File: config.mk
export PLATFORM = sky130hd
export DESIGN_NAME = rpp_front
export DESIGN_NICKNAME = d
export VERILOG_FILES = /design/src/rtl/rpp_pkg.sv /design/src/rtl/rpp_front.sv
export SDC_FILE = /design/constraint.sdc
export NUM_CORES = 1
export LEC_CHECK = 0
export ABC_AREA = 1
export BUFFER_PORTS_ARGS = -buffer_cell sky130_fd_sc_hd__buf_2
export CAP_MARGIN = 5
export CORE_ASPECT_RATIO = 0.6
export CORE_MARGIN = 1.5
export CORE_UTILIZATION = 29
export DETAILED_ROUTE_END_ITERATION = 16
export SLEW_MARGIN = 40
export SYNTH_ARGS = -nofsm -noshare
export SYNTH_HDL_FRONTEND = slang
export SYNTH_SLANG_ARGS = --single-unit
File: constraint.sdc
create_clock -name i_clk -period 7.07 [get_ports i_clk]
set_clock_uncertainty 0.1 [all_clocks]
set_input_delay 0.707 -clock i_clk [delete_from_list [all_inputs] [get_ports i_clk]]
set_output_delay 0.707 -clock i_clk [all_outputs]
set_load 0.03 [all_outputs]
File: src/rtl/rpp_pkg.sv
package rpp_pkg;

    localparam int BIN_COUNT   = 1024;
    localparam int BIN_BITS    = 10;
    localparam int COORD_BITS  = 18;
    localparam int RANGE_BITS  = 18;
    localparam int RING_BITS   = 4;
    localparam int STEPS       = 20;
    localparam int STEP_BITS   = 5;
    localparam int SCALE_SHIFT = 30;
    localparam int CW          = COORD_BITS + SCALE_SHIFT + 3;
    localparam int SQ_BITS     = 2 * COORD_BITS;
    localparam int Q_DEPTH     = 2;
    localparam logic [RANGE_BITS-1:0] EMPTY_MARK = '1;

    localparam logic CFG_FIRST_RING  = 1'b0;
    localparam logic CFG_SECOND_RING = 1'b1;
    localparam logic [RING_BITS-1:0] FIRST_RING_RESET  = 4'd14;
    localparam logic [RING_BITS-1:0] SECOND_RING_RESET = 4'd1;

    typedef enum logic {
        OP_INSERT = 1'b0,
        OP_READ   = 1'b1
    } t_op;

    typedef enum logic [1:0] {
        ST_IDLE = 2'd0,
        ST_RUN  = 2'd1,
        ST_RMW  = 2'd2,
        ST_OUT  = 2'd3
    } t_state;

    typedef struct packed {
        t_op                          op;
        logic signed [COORD_BITS-1:0] x;
        logic signed [COORD_BITS-1:0] y;
        logic [BIN_BITS-1:0]          rbin;
    } t_cmd;

    function automatic logic [31:0] turn_atan(input logic [STEP_BITS-1:0] i);
        logic [31:0] a;
        unique case (i)
            5'd0:  a = 32'd536870912;
            5'd1:  a = 32'd316933406;
            5'd2:  a = 32'd167458907;
            5'd3:  a = 32'd85004756;
            5'd4:  a = 32'd42667331;
            5'd5:  a = 32'd21354465;
            5'd6:  a = 32'd10679838;
            5'd7:  a = 32'd5340245;
            5'd8:  a = 32'd2670163;
            5'd9:  a = 32'd1335087;
            5'd10: a = 32'd667544;
            5'd11: a = 32'd333772;
            5'd12: a = 32'd166886;
            5'd13: a = 32'd83443;
            5'd14: a = 32'd41722;
            5'd15: a = 32'd20861;
            5'd16: a = 32'd10430;
            5'd17: a = 32'd5215;
            5'd18: a = 32'd2608;
            5'd19: a = 32'd1304;
            default: a = '0;
        endcase
        return a;
    endfunction

endpackage

File: src/rtl/rpp_front.sv
module rpp_front (
    input  logic                              i_clk,
    input  logic                              i_rst_n,
    input  logic                              i_valid,
    output logic                              o_ready,
    input  logic                              i_op,
    input  logic signed [rpp_pkg::COORD_BITS-1:0] i_x,
    input  logic signed [rpp_pkg::COORD_BITS-1:0] i_y,
    input  logic [rpp_pkg::RING_BITS-1:0]     i_ring,
    input  logic [rpp_pkg::BIN_BITS-1:0]      i_rbin,
    input  logic                              i_cfg_valid,
    input  logic                              i_cfg_index,
    input  logic [rpp_pkg::RING_BITS-1:0]     i_cfg_data,
    output logic                              o_q_valid,
    input  logic                              i_q_ready,
    output rpp_pkg::t_cmd                     o_q_cmd
);
    import rpp_pkg::*;

    logic [RING_BITS-1:0] r_ring0, r_ring1;
    t_cmd r_mem [Q_DEPTH];
    logic r_wp, r_rp;
    logic [1:0] r_cnt;
    logic keep, push, pop;
    t_cmd cmd;

    assign keep = (t_op'(i_op) == OP_READ) || (i_ring == r_ring0) || (i_ring == r_ring1);
    assign o_ready = (r_cnt != 2'(Q_DEPTH));
    assign push = i_valid && o_ready && keep;
    assign pop = o_q_valid && i_q_ready;
    assign o_q_valid = (r_cnt != 2'd0);
    assign o_q_cmd = r_mem[r_rp];

    always_comb begin
        cmd.op = t_op'(i_op);
        cmd.x = i_x;
        cmd.y = i_y;
        cmd.rbin = i_rbin;
    end

    always_ff @(posedge i_clk) begin
        if (!i_rst_n) begin
            r_ring0 <= FIRST_RING_RESET;
            r_ring1 <= SECOND_RING_RESET;
            r_wp <= 1'b0;
            r_rp <= 1'b0;
            r_cnt <= '0;
        end else begin
            if (i_cfg_valid) begin
                if (i_cfg_index == CFG_FIRST_RING) r_ring0 <= i_cfg_data;
                else r_ring1 <= i_cfg_data;
            end
            if (push) r_wp <= ~r_wp;
            if (pop) r_rp <= ~r_rp;
            r_cnt <= r_cnt + 2'(push) - 2'(pop);
        end
    end

    always_ff @(posedge i_clk) begin
        if (push) r_mem[r_wp] <= cmd;
    end

    assert property (@(posedge i_clk) disable iff (!i_rst_n) r_cnt <= 2'(Q_DEPTH))
        else $error("queue overflow");
    assert property (@(posedge i_clk) disable iff (!i_rst_n)
        (r_cnt == 2'd0) |-> !pop) else $error("pop from empty queue");
    assert property (@(posedge i_clk) disable iff (!i_rst_n)
        push && !pop |=> r_cnt == $past(r_cnt) + 2'd1) else $error("count slip");
endmodule

==> results of run 1 <==
-- logic make-up after synthesis --
family,Yosys count,share of synthesized area [%]
AOI/OAI and AO/OA,19,2.66
xor gates and xnor gates,1,0.209
adders and majority gates,2,0.598
buffers and inverters,26,3.11
DFF,107,73.7
muxes,47,15.3
and+or+nand+nor,46,4.42
-- power groups by stage --
| stage | logic, W | clock network [W] | registers, W |
|---|---|---|---|
| 3_3_place_gp | 0.000474 | 0 | 0.000811 |
| 6_report | 0.000477 | 0.000489 | 0.000797 |
| 2_1_floorplan | 0.000380 | 0 | 0.000788 |
| 4_1_cts | 0.000482 | 0.000508 | 0.000799 |
| 3_5_place_dp | 0.000480 | 0 | 0.000813 |
| 5_1_grt | 0.000511 | 0.000528 | 0.000806 |
-- metal layers --
metal,global-route usage [%],share of wire [%]
met4,3.04,0.96
met3,5.04,8.2
met2,15.1,40
met5,0,0
met1,15.3,51
-- registers in the layout, summed over array words and instances, names as in the netlist, named ones only --
name	count
r_cnt	2
r_wp	1
r_rp	1
r_ring1	4
r_ring0	4
r_mem	94
-- placed cells by master (no fill, tap or decap), types with 2 or more instances in the layout --
master      count
o21ai_1         2
nand2_1        36
mux2_4         30
clkbuf_16       9
mux2_1          7
clkinvlp_4      2
inv_2           3
mux2_2         10
nor2_1          5
buf_2         109
a21oi_1         8
edfxtp_1       94
clkinv_4        2
o21ai_0         3
inv_1          16
buf_4           2
ha_1            2
dfxtp_1        12
o211ai_1        4
-- final timing paths --
path,start,endpoint,depth (start not counted)
min reg2reg,r_ring1[2],r_ring1[2],2
max,flip-flop,o_q_cmd[6],3
min,r_ring1[2],r_ring1[2],2
max reg2reg,r_ring1[0],r_mem[0][32],9
-- worst reg2reg max path, cell delays in order (launching register included) --
cell	delay [ps]
dfxtp_1	390
inv_1	60
nand2_1	50
nand2_1	50
nor2_1	110
nand2_1	80
nand3_2	90
nand2_1	120
nor2_4	100
buf_4	550
-- cell usage after synthesis, drive strengths merged, types with 2 or more instances --
cell type	count
nand2	36
ha	2
mux2	47
nand3	2
o21ai	6
a21oi	8
edfxtp	94
inv	20
dfxtp	13
nor2	7
o211ai	4
buf	6
-- through the flow --
step                setup WS (ps)  cells  utilization [%]  hold slack (ps)  instance area [um^2]
floorplan                    3420    248                -              343                  4190
global placement             4380    545             35.6              357                  4940
detailed placement           4320    545             35.6              367                  4940
CTS                          3950    561             37.8              378                  5240
global route                 3870    561             37.8              393                  5240
finish                       4020    561             37.8              375                  5240
-- layout make-up --
type,count,area share [%]
Clock buffer,10,4.37
Clock inverter,6,1.27
Inverter,20,1.48
Multi-Input combinational cell,115,18.7
Sequential cell,107,58.9
Tap cell,192,4.59
Timing Repair Buffer,111,10.7
==> summary.json, run 1 <==
{
  "netlist_top_cells_area": {"value": "edfxtp_1, mux2_4, dfxtp_1"},
  "crit_slowest_cell": {"value": "dfxtp_2"},
  "final_net_count": {"value": 427},
  "cts.repair.resized": {"value": 0},
  "design.die.area": {"value": 0.0152, "unit": "mm^2"},
  "routabilityCongestion": {"value": 0.817},
  "clock_insertion_delay_worst_skew": {"value": 330, "unit": "ps"},
  "timing.critical_path.arrival": {"value": 2240, "unit": "ps"},
  "row_count": {"value": 33},
  "timing.final.setup_violations": {"value": 0},
  "worst_ep_required_time": {"value": 6260, "unit": "ps"},
  "synthDominantCellAreaShare": {"value": 67.4, "unit": "%"},
  "cts_hold_buffers": {"value": 0},
  "synthesis.yosys.warnings": {"value": 0},
  "clock_sink_count": {"value": 107},
  "tritoncts": {"value": "done"},
  "dieHeight": {"value": 96.1, "unit": "um"},
  "grt_pass1_vias": {"value": 2282},
  "slew_viol_final": {"value": 0},
  "min-delay-path-class": {"value": "flip-flop to flip-flop"},
  "cellPowerDensity": {"value": 337, "unit": "mW/mm^2"},
  "track_usage": {"value": 11.0, "unit": "%"},
  "worstPathCellList": {"value": "buf_4 -> mux2_2 -> buf_2"},
  "design.portCount": {"value": 110},
  "final_sum_of_negative_setup_slack": {"value": 0, "unit": "ps"},
  "post-route-drc-count": {"value": 0},
  "vdd_ir_drop_max": {"value": 126, "unit": "uV"},
  "drive_above_1_share": {"value": 47.2, "unit": "%"},
  "initial_utilization": {"value": 30.2, "unit": "%"},
  "synth-seq-area-share": {"value": 73.7, "unit": "%"},
  "netlist-cell-type-count": {"value": 23},
  "design.core.area": {"value": 0.0139, "unit": "mm^2"},
  "critical_path.startpoint_type": {"value": "flip-flop"},
  "multi_input_area": {"value": 980, "unit": "um^2"},
  "maxCapViolCount": {"value": 0},
  "initialDrtViolationCount": {"value": 109},
  "critPathKind": {"value": "flip-flop to output port"},
  "regToRegSetupSlack": {"value": 5000, "unit": "ps"},
  "p_leak": {"value": 2.10, "unit": "nW"},
  "rsz_0062_raised_after_global_routing": {"value": "no"},
  "post-route-period-util": {"value": 43.1, "unit": "%"},
  "post-layout-total-power": {"value": 0.00176, "unit": "W"},
  "ant_nets": {"value": 0},
  "synth_seq_cells": {"value": 107},
  "grt_max_degree": {"value": 48},
  "tightest_slew": {"value": 732, "unit": "ps"},
  "critPathTopFamily": {"value": "flip-flops"},
  "number_of_antenna_violations_at_the_first_check_in_global_routing": {"value": 0},
  "intPower": {"value": 0.00121, "unit": "W"},
  "syn_to_final_growth": {"value": 25.1, "unit": "%"},
  "cts.reportedPaths.clkPinSlew": {"value": 70, "unit": "ps"},
  "power.sequential.fraction": {"value": 45.2, "unit": "%"},
  "post-route-min-period": {"value": 3050, "unit": "ps"},
  "drtPass1Iterations": {"value": 4},
  "endpoint_kind": {"value": "output port"},
  "grt_pass1_wl": {"value": 11900, "unit": "um"},
  "synth-edff-count": {"value": 94},
  "count_of_port_buffers_added_during_placement": {"value": 109},
  "timing.critical_path.fanout_max": {"value": 25},
  "ff_latch_area": {"value": 0.00308, "unit": "mm^2"},
  "wirelength": {"value": 8090, "unit": "um"},
  "ctsRootBufferMaster": {"value": "clkbuf_16"},
  "grt_remaining_overflow": {"value": 0},
  "post-synth-top-area-cell": {"value": "edfxtp_1"},
  "synth.avg_cell_area": {"value": 16.9, "unit": "um^2"},
  "routed-via-count": {"value": 2331},
  "run_status": {"value": "finished, final reports clean"},
  "timing.max_slew.rel_slack": {"value": 51.2, "unit": "%"},
  "max_freq": {"value": 328, "unit": "MHz"},
  "syn-instance-count": {"value": 248},
  "num-fill-cells": {"value": 1337},
  "main_flop_type_after_synthesis": {"value": "edfxtp_1"},
  "die_width": {"value": 158, "unit": "um"},
  "htreeDepth": {"value": 3},
  "antenna_cells": {"value": 0},
  "cp_slowest_stage_delay": {"value": 810, "unit": "ps"},
  "synth_async_sr_flop_share": {"value": 0, "unit": "%"},
  "report.final.hold_viol_count": {"value": 0},
  "max-clock-path-buffers": {"value": 2},
  "place_hpwl": {"value": 5410, "unit": "um"},
  "post_cts_buffers": {"value": 0},
  "routedWlPerCell": {"value": 14.4, "unit": "um"},
  "netSwitchingPower": {"value": 0.000549, "unit": "W"},
  "vias_per_cell": {"value": 4.16},
  "netSwitchingFraction": {"value": 31.1, "unit": "%"},
  "synth.cell_area": {"value": 0.00419, "unit": "mm^2"},
  "power.combinational.fraction": {"value": 27.0, "unit": "%"},
  "crit_buf_inv": {"value": 2},
  "cts_inserted_buffers": {"value": 9},
  "clkPwrFrac": {"value": 27.7, "unit": "%"},
  "mappedNetlistNets": {"value": 311}
}
Note: power is estimated with default switching activity, not from simulation.
==> inputs of run 2 (changes only) <==
--- a/config.mk
+++ b/config.mk
@@ -5,7 +5,7 @@
 export SDC_FILE = /design/constraint.sdc
 export NUM_CORES = 1
 export LEC_CHECK = 0
-export ABC_AREA = 1
+export ABC_AREA = 0
 export BUFFER_PORTS_ARGS = -buffer_cell sky130_fd_sc_hd__buf_2
 export CAP_MARGIN = 5
 export CORE_ASPECT_RATIO = 0.6
==> constraint.sdc (replaced) <==
create_clock -name i_clk -period 3.14 [get_ports i_clk]
set_clock_uncertainty 0.1 [all_clocks]
set_input_delay 0.314 -clock i_clk [delete_from_list [all_inputs] [get_ports i_clk]]
set_output_delay 0.314 -clock i_clk [all_outputs]
set_load 0.03 [all_outputs]
==> summary.json, run 2 <==
{
  "min-delay-path-class": {"value": "input port to flip-flop"},
  "max_freq": {"value": 407, "unit": "MHz"},
  "timing.critical_path.fanout_max": {"value": 29, "change": "+16%"},
  "biggestRegsByFlops": {"value": "r_mem x94, r_ring0 x4, r_ring1 x4"},
  "drtPass1Iterations": {"value": 4, "change": "unchanged"},
  "final_sum_of_negative_setup_slack": {"value": 0, "unit": "ps", "change": "unchanged"},
  "synth_common_cells": {"value": "edfxtp_1, mux2_2, nand2_1"},
  "report.final.hold_viol_count": {"value": 0, "change": "unchanged"},
  "synth-edff-count": {"value": 94, "change": "unchanged"},
  "netlist_top_cells_area": {"value": "edfxtp_1, mux2_2, dfxtp_1"},
  "syn_to_final_growth": {"value": 26.1, "unit": "%"},
  "vias_per_cell": {"value": 4.39, "change": "+5.8%"},
  "tritoncts": {"value": "done"},
  "vdd_ir_drop_max": {"value": 305, "unit": "uV", "change": "+140%"},
  "layout_common_cells": {"value": "buf_2, edfxtp_1, mux2_2"},
  "synth-seq-area-share": {"value": 76.5, "unit": "%", "change": "+2.8 points"},
  "cts_inserted_buffers": {"value": 9, "change": "unchanged"},
  "synth_seq_cells": {"value": 107, "change": "unchanged"},
  "maxCapViolCount": {"value": 0, "change": "unchanged"},
  "timing.final.setup_violations": {"value": 0, "change": "unchanged"},
  "row_count": {"value": 33, "change": "unchanged"},
  "dpl-instance-area": {"value": 0.00481, "unit": "mm^2", "change": "-2.7%"},
  "die_width": {"value": 155, "unit": "um", "change": "-1.8%"},
  "post-route-min-period": {"value": 2460, "unit": "ps"},
  "syn-instance-count": {"value": 220, "change": "-11%"},
  "layout.cells.most_common": {"value": "buf_2"},
  "grt.met3_usage": {"value": 4.50, "unit": "%", "change": "-0.55 points"},
  "initial_utilization": {"value": 29.6, "unit": "%", "change": "-0.57 points"},
  "track_usage": {"value": 11.4, "unit": "%", "change": "+0.48 points"},
  "max-clock-path-buffers": {"value": 2, "change": "unchanged"},
  "max_flop_register": {"value": "r_mem"},
  "cellPowerDensity": {"value": 797, "unit": "mW/mm^2", "change": "+140%"},
  "timing.critical_path.arrival": {"value": 2040, "unit": "ps", "change": "-200 ps"},
  "synthDominantCellAreaShare": {"value": 70.0, "unit": "%", "change": "+2.6 points"},
  "use_met1": {"value": 15.4, "unit": "%", "change": "+0.13 points"},
  "netlist-cell-type-count": {"value": 23, "change": "unchanged"},
  "critPathKind": {"value": "flip-flop to output port"},
  "met2_usage": {"value": 16.8, "unit": "%", "change": "+1.6 points"},
  "stdcell_count": {"value": 519, "change": "-7.5%"},
  "wirelength": {"value": 8030, "unit": "um", "change": "-0.72%"},
  "run_status": {"value": "finished, final reports clean"},
  "dieHeight": {"value": 94.3, "unit": "um", "change": "-1.8%"},
  "synth.cell_area": {"value": 0.00403, "unit": "mm^2", "change": "-3.6%"},
  "post-route-drc-count": {"value": 0, "change": "unchanged"},
  "synthesis.yosys.warnings": {"value": 0, "change": "unchanged"},
  "grt_remaining_overflow": {"value": 0, "change": "unchanged"},
  "clock_insertion_delay_worst_skew": {"value": 340, "unit": "ps", "change": "about the same"},
  "worst_ep_required_time": {"value": 2730, "unit": "ps", "change": "-3530 ps"},
  "design.die.area": {"value": 0.0146, "unit": "mm^2", "change": "-3.6%"},
  "timing.max_slew.rel_slack": {"value": 50.9, "unit": "%", "change": "-0.24 points"},
  "cts.reportedPaths.clkPinSlew": {"value": 70, "unit": "ps", "change": "about the same"},
  "ctsRootBufferMaster": {"value": "clkbuf_16"},
  "grt_max_degree": {"value": 48, "change": "unchanged"},
  "tightest_slew": {"value": 736, "unit": "ps", "change": "+3.63 ps"},
  "largest_register_ff_count": {"value": 94, "change": "unchanged"},
  "critical_path.startpoint_type": {"value": "flip-flop"},
  "clock_sink_count": {"value": 107, "change": "unchanged"},
  "gr-max-usage-layer": {"value": "met2"},
  "endpoint_kind": {"value": "output port"},
  "p_leak": {"value": 1.87, "unit": "nW", "change": "-11%"},
  "post-layout-total-power": {"value": 0.00405, "unit": "W", "change": "+130%"},
  "final_area": {"value": 0.00508, "unit": "mm^2", "change": "-2.9%"},
  "routedWlPerCell": {"value": 15.5, "unit": "um", "change": "+7.3%"},
  "htreeDepth": {"value": 3, "change": "unchanged"},
  "post-synth-top-area-cell": {"value": "edfxtp_1"},
  "synth.avg_cell_area": {"value": 18.3, "unit": "um^2", "change": "+8.6%"},
  "placed_cells_incl_taps": {"value": 502, "change": "-7.9%"},
  "mappedNetlistNets": {"value": 283, "change": "-9.0%"},
  "main_flop_type_after_synthesis": {"value": "edfxtp_1"},
  "design.portCount": {"value": 110, "change": "unchanged"},
  "grt_pass1_vias": {"value": 2282, "change": "unchanged"},
  "yosysMostFrequentCell": {"value": "edfxtp_1"},
  "place_hpwl": {"value": 5430, "unit": "um", "change": "+0.42%"},
  "post_cts_buffers": {"value": 0, "change": "unchanged"},
  "design.core.area": {"value": 0.0136, "unit": "mm^2", "change": "-1.8%"},
  "post-route-period-util": {"value": 78.3, "unit": "%"},
  "drive_above_1_share": {"value": 53.1, "unit": "%", "change": "+5.9 points"},
  "routabilityCongestion": {"value": 0.866, "change": "+6.0%"},
  "ant_nets": {"value": 0, "change": "unchanged"},
  "synth_async_sr_flop_share": {"value": 0, "unit": "%", "change": "unchanged"},
  "final_net_count": {"value": 401, "change": "-6.1%"},
  "routed-via-count": {"value": 2281, "change": "-2.1%"},
  "number_of_antenna_violations_at_the_first_check_in_global_routing": {"value": 1, "change": "+1"},
  "initialDrtViolationCount": {"value": 91, "change": "-17%"},
  "cts.repair.resized": {"value": 0, "change": "unchanged"},
  "grt_pass1_wl": {"value": 12200, "unit": "um", "change": "+2.3%"},
  "cts_hold_buffers": {"value": 0, "change": "unchanged"},
  "count_of_port_buffers_added_during_placement": {"value": 109, "change": "unchanged"},
  "slew_viol_final": {"value": 0, "change": "unchanged"},
  "rsz_0062_raised_after_global_routing": {"value": "no"}
}
run 2: worst paths after layout:
path	to	depth (start not counted)	startpoint	slack, ps
max	o_q_cmd[11]	3	flip-flop	680
min	r_mem[1][23]	1	i_y[13]	60
max reg2reg	r_mem[1][42]	5	r_ring0[1]	1010
min reg2reg	r_ring0[2]	2	r_ring0[2]	390
run 2: kinds of logic after synthesis:
logic type                 count (synthesis)  synth area share [%]
DFF                                      107                  76.5
muxes                                     47                  13.1
and+or+nand+nor                           37                  4.50
xor gates and xnor gates                  11                  2.39
AOI/OAI and AO/OA                          8                  1.83
buffers and inverters                      8                  1.09
adders and majority gates                  2                 0.620
run 2: final cells by class:
type / instances / area, um^2
Antenna cell: 1 / 2.50
Clock buffer: 9 / 225
Clock inverter: 7 / 50.0
Fill cell: 1279 / 8540
Inverter: 2 / 7.51
Multi-Input combinational cell: 105 / 921
Sequential cell: 107 / 3080
Tap cell: 175 / 219
Timing Repair Buffer: 113 / 576
run 2: per-stage QoR:
step / utilization, % / setup WS, ps / hold WS (ps)
floorplan: - / -363 / 313
global placement: 35.3 / 973 / 374
detailed placement: 35.3 / 904 / 377
CTS: 37.3 / 612 / 36.4
global route: 37.3 / 571 / 40.3
finish: 37.3 / 682 / 59.9
run 2: critical path, stage by stage, from the launching register on:
cell	delay (ps)
dfxtp_2	800
buf_4	320
mux2_2	370
buf_2	190
run 2: routing by layer:
layer	vias to the layer above	share of wire, %
li1	1070	-
met1	1099	49
met2	107	41
met3	5	9.4
met4	0	0.57
met5	-	0
run 2: report_power, final:
group          total (W)  switching, W  leakage (nW)  internal, W
logic            0.00119      0.000743         0.765     0.000447
clock network    0.00104      0.000502         0.130     0.000542
registers        0.00182      0.000101         0.971      0.00172
total            0.00405       0.00135          1.87      0.00271
